## src/rtl/scac_pkg.sv

```systemverilog
// ----------------------------------------------------------------------------
// Sector cache aging replacement package
// Shared codes, widths and constants for the tag and policy engine.
// ----------------------------------------------------------------------------
`default_nettype none

package scac_pkg;

   localparam int OPCODE_W   = 2;
   localparam int OWNER_W    = 16;
   localparam int SECTOR_W   = 32;
   localparam int TICK_W     = 32;
   localparam int PERIOD_W   = 16;
   localparam int KIND_W     = 2;
   localparam int SLOT_OUT_W = 5;
   localparam int CSR_IDX_W  = 2;

   localparam logic [OPCODE_W-1:0] OP_READ  = 2'd0;
   localparam logic [OPCODE_W-1:0] OP_WRITE = 2'd1;
   localparam logic [OPCODE_W-1:0] OP_TICK  = 2'd2;
   localparam logic [OPCODE_W-1:0] OP_NOP   = 2'd3;

   localparam logic [KIND_W-1:0] KIND_ACCESS    = 2'd0;
   localparam logic [KIND_W-1:0] KIND_WRITEBACK = 2'd1;
   localparam logic [KIND_W-1:0] KIND_TICK_DONE = 2'd2;

   localparam logic [CSR_IDX_W-1:0] CSR_AGING_PERIOD     = 2'd0;
   localparam logic [CSR_IDX_W-1:0] CSR_WRITEBACK_PERIOD = 2'd1;

   localparam logic [PERIOD_W-1:0] AGING_PERIOD_RESET     = 16'd64;
   localparam logic [PERIOD_W-1:0] WRITEBACK_PERIOD_RESET = 16'd1024;

endpackage

`default_nettype wire

```

## src/rtl/scac_rem.sv

```systemverilog
// ----------------------------------------------------------------------------
// Iterative remainder unit
// Restoring division of the tick number by a period, one bit per cycle,
// reporting whether the remainder is zero.
// ----------------------------------------------------------------------------
`default_nettype none

module scac_rem
   import scac_pkg::*;
(
   input  wire logic                clock,
   input  wire logic                reset,
   input  wire logic                start,
   input  wire logic [TICK_W-1:0]   dividend,
   input  wire logic [PERIOD_W-1:0] divisor,
   output logic                     done,
   output logic                     rem_zero
);

   localparam int CNT_W = $clog2(TICK_W);

   logic [TICK_W-1:0]   dvd_ff, dvd_in;
   logic [PERIOD_W-1:0] dvs_ff, dvs_in;
   logic [PERIOD_W-1:0] rem_ff, rem_in;
   logic [CNT_W-1:0]    cnt_ff, cnt_in;
   logic                run_ff, run_in;
   logic                done_ff, done_in;
   logic [PERIOD_W:0]   trial;

   always_comb begin
      trial   = {rem_ff, dvd_ff[TICK_W-1]};
      dvd_in  = dvd_ff;
      dvs_in  = dvs_ff;
      rem_in  = rem_ff;
      cnt_in  = cnt_ff;
      run_in  = run_ff;
      done_in = 1'b0;
      if (start) begin
         dvd_in = dividend;
         dvs_in = divisor;
         rem_in = '0;
         cnt_in = '0;
         run_in = 1'b1;
      end else if (run_ff) begin
         dvd_in = {dvd_ff[TICK_W-2:0], 1'b0};
         if (trial >= {1'b0, dvs_ff}) begin
            rem_in = PERIOD_W'(trial - {1'b0, dvs_ff});
         end else begin
            rem_in = trial[PERIOD_W-1:0];
         end
         cnt_in = cnt_ff + 1'b1;
         if (cnt_ff == CNT_W'(TICK_W - 1)) begin
            run_in  = 1'b0;
            done_in = 1'b1;
         end
      end
   end

   always_ff @(posedge clock) begin
      if (reset) begin
         run_ff  <= 1'b0;
         done_ff <= 1'b0;
         cnt_ff  <= '0;
      end else begin
         run_ff  <= run_in;
         done_ff <= done_in;
         cnt_ff  <= cnt_in;
      end
      dvd_ff <= dvd_in;
      dvs_ff <= dvs_in;
      rem_ff <= rem_in;
   end

   assign done     = done_ff;
   assign rem_zero = (rem_ff == '0);

endmodule

`default_nettype wire

```

## src/rtl/sector_cache_aging_replacement.sv

```systemverilog
// ----------------------------------------------------------------------------
// Sector cache aging replacement
// Tag and policy engine of a fully associative write-back sector cache.
// ----------------------------------------------------------------------------
// An item is taken when start is high and busy is low. Reads and writes
// look up (owner, sector) by walking the slots one per cycle, then insert
// on a miss; a tick ages the entries and flushes dirty slots when the tick
// number is a multiple of the respective period.
// Each result appears for one cycle with rsp_valid high; rsp_last marks the
// final result of an item. The receiver cannot stall.
// An access ends on a hit during the slot walk, or with the fill after it.
// A tick runs two 32-step remainder computations in the shared remainder
// unit, then a walk over all slots for each aging or flush that is due,
// then the final marker.
// Opcode 3 is accepted and ignored.
// Reset empties the cache and loads the period registers with 64 and 1024.
// The csr channel is ready only while idle and no item is being started.
// ----------------------------------------------------------------------------
`default_nettype none

module sector_cache_aging_replacement
   import scac_pkg::*;
#(
   parameter int NUM_SLOTS = 32,
   parameter int AGE_BITS  = 8
)
(
   input  wire logic                  clock,
   input  wire logic                  reset,
   input  wire logic                  start,
   output logic                       busy,
   input  wire logic [OPCODE_W-1:0]   req_opcode,
   input  wire logic [OWNER_W-1:0]    req_owner_id,
   input  wire logic [SECTOR_W-1:0]   req_sector,
   input  wire logic [TICK_W-1:0]     req_tick_count,
   output logic                       rsp_valid,
   output logic [KIND_W-1:0]          rsp_kind,
   output logic                       rsp_hit,
   output logic [SLOT_OUT_W-1:0]      rsp_slot,
   output logic                       rsp_victim_valid,
   output logic                       rsp_victim_dirty,
   output logic [SECTOR_W-1:0]        rsp_out_sector,
   output logic                       rsp_last,
   input  wire logic                  csr_valid,
   output logic                       csr_ready,
   input  wire logic [CSR_IDX_W-1:0]  csr_index,
   input  wire logic [PERIOD_W-1:0]   csr_wdata
);

   localparam int SLOT_W = (NUM_SLOTS > 1) ? $clog2(NUM_SLOTS) : 1;
   localparam logic [SLOT_W-1:0] LAST_SLOT = SLOT_W'(NUM_SLOTS - 1);
   localparam logic [AGE_BITS-1:0] AGE_TOP = AGE_BITS'(1) << (AGE_BITS - 1);

   localparam logic [3:0] S_IDLE   = 4'd0;
   localparam logic [3:0] S_SCAN   = 4'd1;
   localparam logic [3:0] S_FILL   = 4'd2;
   localparam logic [3:0] S_DIV_AG = 4'd3;
   localparam logic [3:0] S_DIV_WB = 4'd4;
   localparam logic [3:0] S_AGE    = 4'd5;
   localparam logic [3:0] S_WB     = 4'd6;
   localparam logic [3:0] S_DONE   = 4'd7;

   logic [3:0]           state_ff, state_in;
   logic [SLOT_W-1:0]    idx_ff, idx_in;
   logic [PERIOD_W-1:0]  aging_period_ff, aging_period_in;
   logic [PERIOD_W-1:0]  wb_period_ff, wb_period_in;
   logic                 is_write_ff, is_write_in;
   logic [OWNER_W-1:0]   owner_ff, owner_in;
   logic [SECTOR_W-1:0]  sector_ff, sector_in;
   logic [TICK_W-1:0]    ticks_ff, ticks_in;
   logic                 free_found_ff, free_found_in;
   logic [SLOT_W-1:0]    free_idx_ff, free_idx_in;
   logic [SLOT_W-1:0]    best_idx_ff, best_idx_in;
   logic [AGE_BITS-1:0]  best_age_ff, best_age_in;
   logic                 best_dirty_ff, best_dirty_in;
   logic [SECTOR_W-1:0]  best_sector_ff, best_sector_in;
   logic                 ag_hit_ff, ag_hit_in;
   logic                 wb_hit_ff, wb_hit_in;
   logic [NUM_SLOTS-1:0] valid_ff, valid_in;
   logic [NUM_SLOTS-1:0] acc_ff, acc_in;
   logic [NUM_SLOTS-1:0] dirty_ff, dirty_in;

   logic                 rsp_valid_ff, rsp_valid_in;
   logic [KIND_W-1:0]    rsp_kind_ff, rsp_kind_in;
   logic                 rsp_hit_ff, rsp_hit_in;
   logic [SLOT_OUT_W-1:0] rsp_slot_ff, rsp_slot_in;
   logic                 rsp_vv_ff, rsp_vv_in;
   logic                 rsp_vd_ff, rsp_vd_in;
   logic [SECTOR_W-1:0]  rsp_sector_ff, rsp_sector_in;
   logic                 rsp_last_ff, rsp_last_in;

   logic [OWNER_W-1:0]   owner_mem_ff  [NUM_SLOTS];
   logic [SECTOR_W-1:0]  sector_mem_ff [NUM_SLOTS];
   logic [AGE_BITS-1:0]  age_mem_ff    [NUM_SLOTS];

   logic                 ins_we;
   logic [SLOT_W-1:0]    ins_idx;
   logic                 age_we;
   logic [SLOT_W-1:0]    age_widx;
   logic [AGE_BITS-1:0]  age_wdata;

   logic                 div_start;
   logic [TICK_W-1:0]    div_dividend;
   logic [PERIOD_W-1:0]  div_divisor;
   logic                 div_done;
   logic                 div_zero;

   logic [OWNER_W-1:0]   rd_owner;
   logic [SECTOR_W-1:0]  rd_sector;
   logic [AGE_BITS-1:0]  rd_age;
   logic [SLOT_W-1:0]    fill_idx;
   logic                 wb_now;

   scac_rem u_rem (
      .clock    (clock),
      .reset    (reset),
      .start    (div_start),
      .dividend (div_dividend),
      .divisor  (div_divisor),
      .done     (div_done),
      .rem_zero (div_zero)
   );

   assign rd_owner  = owner_mem_ff[idx_ff];
   assign rd_sector = sector_mem_ff[idx_ff];
   assign rd_age    = age_mem_ff[idx_ff];
   assign fill_idx  = free_found_ff ? free_idx_ff : best_idx_ff;

   always_comb begin
      state_in        = state_ff;
      idx_in          = idx_ff;
      aging_period_in = aging_period_ff;
      wb_period_in    = wb_period_ff;
      is_write_in     = is_write_ff;
      owner_in        = owner_ff;
      sector_in       = sector_ff;
      ticks_in        = ticks_ff;
      free_found_in   = free_found_ff;
      free_idx_in     = free_idx_ff;
      best_idx_in     = best_idx_ff;
      best_age_in     = best_age_ff;
      best_dirty_in   = best_dirty_ff;
      best_sector_in  = best_sector_ff;
      ag_hit_in       = ag_hit_ff;
      wb_hit_in       = wb_hit_ff;
      valid_in        = valid_ff;
      acc_in          = acc_ff;
      dirty_in        = dirty_ff;
      rsp_valid_in    = 1'b0;
      rsp_kind_in     = KIND_ACCESS;
      rsp_hit_in      = 1'b0;
      rsp_slot_in     = '0;
      rsp_vv_in       = 1'b0;
      rsp_vd_in       = 1'b0;
      rsp_sector_in   = '0;
      rsp_last_in     = 1'b0;
      ins_we          = 1'b0;
      ins_idx         = fill_idx;
      age_we          = 1'b0;
      age_widx        = idx_ff;
      age_wdata       = '0;
      div_start       = 1'b0;
      div_dividend    = ticks_ff;
      div_divisor     = wb_period_ff;
      wb_now          = 1'b0;

      if (csr_valid && csr_ready) begin
         if (csr_index == CSR_AGING_PERIOD) begin
            aging_period_in = csr_wdata;
         end else if (csr_index == CSR_WRITEBACK_PERIOD) begin
            wb_period_in = csr_wdata;
         end
      end

      case (state_ff)
         S_IDLE: begin
            if (start) begin
               is_write_in   = (req_opcode == OP_WRITE);
               owner_in      = req_owner_id;
               sector_in     = req_sector;
               ticks_in      = req_tick_count;
               idx_in        = '0;
               free_found_in = 1'b0;
               case (req_opcode)
                  OP_READ, OP_WRITE: begin
                     state_in = S_SCAN;
                  end
                  OP_TICK: begin
                     div_start    = 1'b1;
                     div_dividend = req_tick_count;
                     div_divisor  = aging_period_ff;
                     state_in     = S_DIV_AG;
                  end
                  default: begin
                     state_in = S_IDLE;
                  end
               endcase
            end
         end
         S_SCAN: begin
            if (valid_ff[idx_ff] && rd_owner == owner_ff && rd_sector == sector_ff) begin
               acc_in[idx_ff] = 1'b1;
               if (is_write_ff) begin
                  dirty_in[idx_ff] = 1'b1;
               end
               rsp_valid_in = 1'b1;
               rsp_hit_in   = 1'b1;
               rsp_slot_in  = SLOT_OUT_W'(idx_ff);
               rsp_last_in  = 1'b1;
               state_in     = S_IDLE;
            end else begin
               if (!valid_ff[idx_ff] && !free_found_ff) begin
                  free_found_in = 1'b1;
                  free_idx_in   = idx_ff;
               end
               if (valid_ff[idx_ff] && (idx_ff == '0 || rd_age < best_age_ff)) begin
                  best_idx_in    = idx_ff;
                  best_age_in    = rd_age;
                  best_dirty_in  = dirty_ff[idx_ff];
                  best_sector_in = rd_sector;
               end
               if (idx_ff == LAST_SLOT) begin
                  state_in = S_FILL;
               end else begin
                  idx_in = idx_ff + 1'b1;
               end
            end
         end
         S_FILL: begin
            ins_we             = 1'b1;
            age_we             = 1'b1;
            age_widx           = fill_idx;
            valid_in[fill_idx] = 1'b1;
            acc_in[fill_idx]   = 1'b1;
            dirty_in[fill_idx] = is_write_ff;
            rsp_valid_in       = 1'b1;
            rsp_slot_in        = SLOT_OUT_W'(fill_idx);
            rsp_vv_in          = !free_found_ff;
            rsp_vd_in          = !free_found_ff && best_dirty_ff;
            rsp_sector_in      = free_found_ff ? '0 : best_sector_ff;
            rsp_last_in        = 1'b1;
            state_in           = S_IDLE;
         end
         S_DIV_AG: begin
            if (div_done) begin
               ag_hit_in = div_zero && (aging_period_ff != '0);
               div_start = 1'b1;
               state_in  = S_DIV_WB;
            end
         end
         S_DIV_WB: begin
            if (div_done) begin
               wb_now    = div_zero && (wb_period_ff != '0);
               wb_hit_in = wb_now;
               idx_in    = '0;
               if (ag_hit_ff) begin
                  state_in = S_AGE;
               end else if (wb_now) begin
                  state_in = S_WB;
               end else begin
                  state_in = S_DONE;
               end
            end
         end
         S_AGE: begin
            if (valid_ff[idx_ff]) begin
               age_we         = 1'b1;
               age_wdata      = (rd_age >> 1) | (acc_ff[idx_ff] ? AGE_TOP : '0);
               acc_in[idx_ff] = 1'b0;
            end
            if (idx_ff == LAST_SLOT) begin
               idx_in   = '0;
               state_in = wb_hit_ff ? S_WB : S_DONE;
            end else begin
               idx_in = idx_ff + 1'b1;
            end
         end
         S_WB: begin
            if (valid_ff[idx_ff] && dirty_ff[idx_ff]) begin
               dirty_in[idx_ff] = 1'b0;
               rsp_valid_in     = 1'b1;
               rsp_kind_in      = KIND_WRITEBACK;
               rsp_slot_in      = SLOT_OUT_W'(idx_ff);
               rsp_sector_in    = rd_sector;
            end
            if (idx_ff == LAST_SLOT) begin
               state_in = S_DONE;
            end else begin
               idx_in = idx_ff + 1'b1;
            end
         end
         S_DONE: begin
            rsp_valid_in = 1'b1;
            rsp_kind_in  = KIND_TICK_DONE;
            rsp_last_in  = 1'b1;
            state_in     = S_IDLE;
         end
         default: begin
            state_in = S_IDLE;
         end
      endcase
   end

   always_ff @(posedge clock) begin
      if (reset) begin
         state_ff        <= S_IDLE;
         aging_period_ff <= AGING_PERIOD_RESET;
         wb_period_ff    <= WRITEBACK_PERIOD_RESET;
         valid_ff        <= '0;
         acc_ff          <= '0;
         dirty_ff        <= '0;
         rsp_valid_ff    <= 1'b0;
      end else begin
         state_ff        <= state_in;
         aging_period_ff <= aging_period_in;
         wb_period_ff    <= wb_period_in;
         valid_ff        <= valid_in;
         acc_ff          <= acc_in;
         dirty_ff        <= dirty_in;
         rsp_valid_ff    <= rsp_valid_in;
      end
      idx_ff         <= idx_in;
      is_write_ff    <= is_write_in;
      owner_ff       <= owner_in;
      sector_ff      <= sector_in;
      ticks_ff       <= ticks_in;
      free_found_ff  <= free_found_in;
      free_idx_ff    <= free_idx_in;
      best_idx_ff    <= best_idx_in;
      best_age_ff    <= best_age_in;
      best_dirty_ff  <= best_dirty_in;
      best_sector_ff <= best_sector_in;
      ag_hit_ff      <= ag_hit_in;
      wb_hit_ff      <= wb_hit_in;
      rsp_kind_ff    <= rsp_kind_in;
      rsp_hit_ff     <= rsp_hit_in;
      rsp_slot_ff    <= rsp_slot_in;
      rsp_vv_ff      <= rsp_vv_in;
      rsp_vd_ff      <= rsp_vd_in;
      rsp_sector_ff  <= rsp_sector_in;
      rsp_last_ff    <= rsp_last_in;
   end

   always_ff @(posedge clock) begin
      if (ins_we) begin
         owner_mem_ff[ins_idx]  <= owner_ff;
         sector_mem_ff[ins_idx] <= sector_ff;
      end
      if (age_we) begin
         age_mem_ff[age_widx] <= age_wdata;
      end
   end

   assign busy             = (state_ff != S_IDLE);
   assign csr_ready        = (state_ff == S_IDLE) && !start;
   assign rsp_valid        = rsp_valid_ff;
   assign rsp_kind         = rsp_kind_ff;
   assign rsp_hit          = rsp_hit_ff;
   assign rsp_slot         = rsp_slot_ff;
   assign rsp_victim_valid = rsp_vv_ff;
   assign rsp_victim_dirty = rsp_vd_ff;
   assign rsp_out_sector   = rsp_sector_ff;
   assign rsp_last         = rsp_last_ff;

endmodule

`default_nettype wire

```

## config.mk

```make
export PLATFORM = sky130hd
export DESIGN_NAME = sector_cache_aging_replacement
export DESIGN_NICKNAME = d
export VERILOG_FILES = /design/src/rtl/scac_pkg.sv /design/src/rtl/scac_rem.sv /design/src/rtl/sector_cache_aging_replacement.sv
export SDC_FILE = /design/constraint.sdc
export NUM_CORES = 2
export LEC_CHECK = 0
export ABC_CLOCK_PERIOD_IN_PS = 15040
export BUFFER_PORTS_ARGS = -buffer_cell sky130_fd_sc_hd__buf_2
export CAP_MARGIN = 0
export CORE_MARGIN = 2
export CORE_UTILIZATION = 30
export DETAILED_ROUTE_END_ITERATION = 7
export GPL_ROUTABILITY_DRIVEN = 0
export PLACE_DENSITY = 0.51
export SYNTH_ARGS = -nofsm -noshare
export SYNTH_HDL_FRONTEND = slang
export SYNTH_SLANG_ARGS = --single-unit
```

## constraint.sdc

```tcl
create_clock -name clock -period 15.04 [get_ports clock]
set_clock_uncertainty 0.2 [all_clocks]
set_input_delay 4.512 -clock clock [delete_from_list [all_inputs] [get_ports clock]]
set_output_delay 4.512 -clock clock [all_outputs]
set_load 0.05 [all_outputs]
```

Word level (Yosys, flattened, before mapping)

Memory sizes are Yosys's and may differ from the RTL's. A register that Yosys moved wholly into a read port is not among the register bits.
Index checks and enable logic that the tools add are counted.

Register bits after elaboration: 387
RAM bits: 1792
Output and inout bits: 46
Memories: 3

Memory list:

| name          | words | width | rd ports | clocked after memory_dff | wr ports | RTL line                             | text |
|---|---|---|---|---|---|---|---|
| sector_mem_ff | 32    | 32    | 1        | 1                        | 1        | sector_cache_aging_replacement.sv:93 | `logic [SECTOR_W-1:0] sector_mem_ff [NUM_SLOTS];` |
| owner_mem_ff  | 32    | 16    | 1        | 1                        | 1        | sector_cache_aging_replacement.sv:92 | `logic [OWNER_W-1:0] owner_mem_ff [NUM_SLOTS];` |
| age_mem_ff    | 32    | 8     | 1        | 1                        | 1        | sector_cache_aging_replacement.sv:94 | `logic [AGE_BITS-1:0] age_mem_ff [NUM_SLOTS];` |

Add/subtract/negate cells: 3
Order comparisons: 6
Equality and inequality tests: 26
Muxes and demuxes: 84
Bitwise logic cells: 11
Reduce and logical (&&, ||, !) cells: 45

Operators with widths:

| kind                                                            | number |
|---|---|
| 32-bit two-way mux                                              | 12 |
| 32-bit one-hot mux with 3 select lines                          | 2 |
| 32-bit OR                                                       | 4 |
| 32-bit bitwise AND                                              | 2 |
| 16-bit two-way mux                                              | 4 |
| 32-bit one-hot mux with 2 select lines                          | 1 |
| 5-bit two-way mux                                               | 12 |
| 32-bit bitwise mux                                              | 1 |
| 32-bit == test                                                  | 1 |
| 32-bit inverter                                                 | 1 |
| 16-bit nonzero test                                             | 2 |
| 4-bit two-way mux                                               | 7 |
| 1-bit two-way mux                                               | 26 |
| 5-bit one-hot mux with 5 select lines                           | 1 |
| 8-bit two-way mux                                               | 3 |
| 4-bit one-hot mux with 6 select lines                           | 1 |
| 2-bit inequality test, second input constant                    | 9 |
| 17-bit by 16-bit greater-or-equal comparator with 1-bit output  | 1 |
| 16-bit == test                                                  | 1 |
| 4-bit by 3-bit == test with 1-bit output, second input constant | 4 |
| 16-bit zero test                                                | 1 |
| 16-bit subtractor                                               | 1 |
| 1-bit binary-select mux with 5-bit select                       | 3 |
| 5-bit one-hot mux with 3 select lines                           | 1 |
| other kinds (34)                                                | 74 |

Longest topological paths before layout

Depth after elaboration: 8
Gate-level depth with buffers: 20

By module

Synthesis repeated with hierarchy kept, for this count alone.

Cell total of the unflattened synthesis: 4763
Area total of the unflattened synthesis: 87406.3 µm²

By module, submodules not included:

| module                         | instances | cells each | area an instance (µm²) |
|---|---|---|---|
| sector_cache_aging_replacement | 1         | 4404       | 83437.5 |
| scac_rem                       | 1         | 359        | 3968.8 |

Least setup slack after synthesis

No wires, ideal clock.

Kind: input to output
Start: input start
End: output csr_ready
Data arrival time: 5.242 ns
Data required time: 10.328 ns
Path slack: 5.086 ns
Stages: 1
Buffers on the path: 0
Path through: nor2_1

Word-level cells in the longest chain between the ends: 2

RTL lines:

| element           | RTL line                              | text |
|---|---|---|
| start, declared   | sector_cache_aging_replacement.sv:30  | `input wire logic start,` |
| 1-bit zero test   | sector_cache_aging_replacement.sv:355 | `assign csr_ready = (state_ff == S_IDLE) && !start;` |
| 1-bit logical AND | sector_cache_aging_replacement.sv:355 |  |
| end, declared     | sector_cache_aging_replacement.sv:45  | `output logic csr_ready,` |

No other way between the ends.

Worst setup path in the final report

Same ends and word-level chain as after synthesis.

==> results.toml <==
[power]
power.switching_uw = 5860
power.internal_uw = 12300
vdd_drop_max_mv = 0.115
p_per_area_nw_per_um2 = 182
p_clk_share_pct = 32.1
p_total_uw = 18200
p_leak_uw = 0.0315
combinationalPowerShare_pct = 27.2
power_frac_seq_pct = 40.7
power_switching_share_pct = 32.3

[die]
dieHeight_um = 540
die_w_um = 540
start_util_pct = 30.2
rows = 196
core_sq_um = 285000
io_pins = 150
die-area_sq_um = 291000

[finish]
final_common_cell = "edfxtp_1"
nets = 5188
final_cells = 9008
post-route-util_pct = 34.9
syn2layout_area_growth_pct = 15.7
final_cell_mix = "edfxtp_1, mux4_2, mux2i_1"
drive_gt1_share_pct = 21.7

[clocking]
clock-sinks = 2183
tritoncts = "yes"
postCtsSetupBuffers = 0
ctsHoldBuffers = 0
insertion_delay_ns = 0.92
clock_path_buffers = 4
numCtsBuffers = 236
clk_pin_slew_ns = 0.06
cts_root_buffer = "clkbuf_16"
htree_levels = 4
ctsResizeCount = 0

[global_route]
track_usage_pct = 16.7
grt_overflow = 0
grt_max_degree = 113
grt_pass1_wl_um = 351000
antenna_found_initial = 19
first_global_vias = 46400

[synth]
synth_ff_type = "edfxtp_1"
synth_nets = 4910
synth_edf_count = 1980
synthTopCellsByArea = "edfxtp_1, mux4_2, dfxtp_1"
synthArstFlopShare_pct = 0
ys_ff_latch = 2183
syn_avg_cell_area_sq_um = 18.0
synth_top_area_share_pct = 69.1
ys_seq_area_share_pct = 73.8
synth_top_area_cell = "edfxtp_1"
synth_warnings = 0
syn-cell-area_sq_um = 86100
ys_types = 78
synth_cells = 4773

[drt]
wl_met3_um = 18100
dr.max_layer_used = "met5"
ant_nets = 0
wl_met1_um = 107000
drt_first_iter_violations = 5243
wl_met2_um = 119000
num_vias = 46500
dr.pass1.iters = 6
via_per_inst = 5.16
drc = 0
routed_wl_um = 250000
avgRoutedWirePerCell_um = 27.8

[run]
drv_cap = 0

[placed_design]
dp_cells = 8575
place_hpwl_um = 139000
pre_cts_ws_ns = 5.07
buffer_ports.inserted = 149

[timing]
setup_slack_ns = 5.07
setup_viol = 0
slew_headroom_pct = 12.4
rsz0062_at_grt = "false"
worstMarginPinSlew_ns = 1.31
final_max_slew_viol_count = 0
timing.final.crit_share_pct = 66.3
fmax_mhz = 100
fin_crit_ns = 9.97
timing.setup.tns_ns = 0
finalHoldViolCount = 0

[run_status]
status = "completed"

[min_path]
hold_start = "best_sector_ff[5]$_DFFE_PP_"
min_path_type = "register to register"
min_path_cells = 2

[worst_setup_path]
ff2ff_path_depth = 15
cp.arrival_ns = 5.26
setup.worst_path.start = "start"
crit_fanout = 4
crit_type = "input pin to output pin"
critical_path_required_ns = 10.33
cp-start-kind = "input pin"
crit_path_end_kind = "output pin"
worst max-delay path: stages:
cell	delay, ns
buf_2	0.14
nor2_1	0.27
buf_2	0.33
power by group through the flow:
stage                     registers, uW  clock network, uW  logic, uW
final                              7390               5820       4940
after global routing               7430               6160       5240
after CTS                          7400               5940       4980
after detailed placement           7520                  0       4960
after global placement             7510                  0       4940
after floorplan                    7540                  0       3130
final timing paths:
| path | endpoint | slack (ns) |
|---|---|---|
| max | csr_ready | 5.07 |
| min | rsp_out_sector[5]$_DFF_P_ | 0.25 |
| max reg2reg | dirty_ff[15]$_SDFFE_PP0P_ | 7.62 |
| min reg2reg | rsp_out_sector[5]$_DFF_P_ | 0.25 |
state kept, by name (all words and copies together) (netlist names), 32 cells and up, named ones only:
name	count
sector_ff	32
dirty_ff	32
rsp_out_sector	32
acc_ff	32
u_rem.dvd_ff	32
ticks_ff	32
best_sector_ff	32
owner_mem_ff	512
valid_ff	32
sector_mem_ff	1024
age_mem_ff	256
synth_stat cells (all sizes together) (32+ instances only):
master,instances
nand2,198
mux4,374
xnor2,36
clkbuf,148
edfxtp,1980
mux2i,347
buf,122
nand3,62
a22o,41
a31oi,71
nor2,330
inv,60
a22oi,160
a21oi,98
o211ai,41
o21ai,90
dfxtp,203
nand4,43
ha,32
o22ai,63
through the flow:
| step | area (sq um) | hold WS, ns |
|---|---|---|
| 2_1_floorplan | 86100 | 0.218 |
| 3_3_place_gp | 91900 | 0.244 |
| 3_5_place_dp | 91900 | 0.242 |
| 4_1_cts | 99600 | 0.243 |
| 5_1_grt | 99600 | 0.279 |
| 6_report | 99600 | 0.252 |
cell families after synthesis:
group                    after synthesis  synth area share (%)
buffers and inverters                332                  1.78
flip-flops                          2183                  73.8
adder cells (fa/ha/maj)               33                 0.489
XOR/XNOR                              63                 0.641
AND/OR/NAND/NOR                      775                  4.09
AO/OA/AOI/OAI                        643                  5.07
multiplexers                         744                  14.1
final cells by class:
| cell class | instances | area, sq um |
|---|---|---|
| Antenna cell | 4 | 10.0 |
| Clock buffer | 289 | 6170 |
| Clock inverter | 140 | 1500 |
| Fill cell | 26800 | 186000 |
| Inverter | 62 | 233 |
| Multi-Input combinational cell | 2258 | 21400 |
| Sequential cell | 2183 | 63500 |
| Tap cell | 3762 | 4710 |
| Timing Repair Buffer | 310 | 2010 |
routing by layer:
layer  global-route usage, %  vias up
met5                       0        -
met2                    27.0     1691
met1                    22.8    24600
met4                    4.43       12
met3                    3.39      378
li1                        -    19900
(Power assumes the default switching activity.)
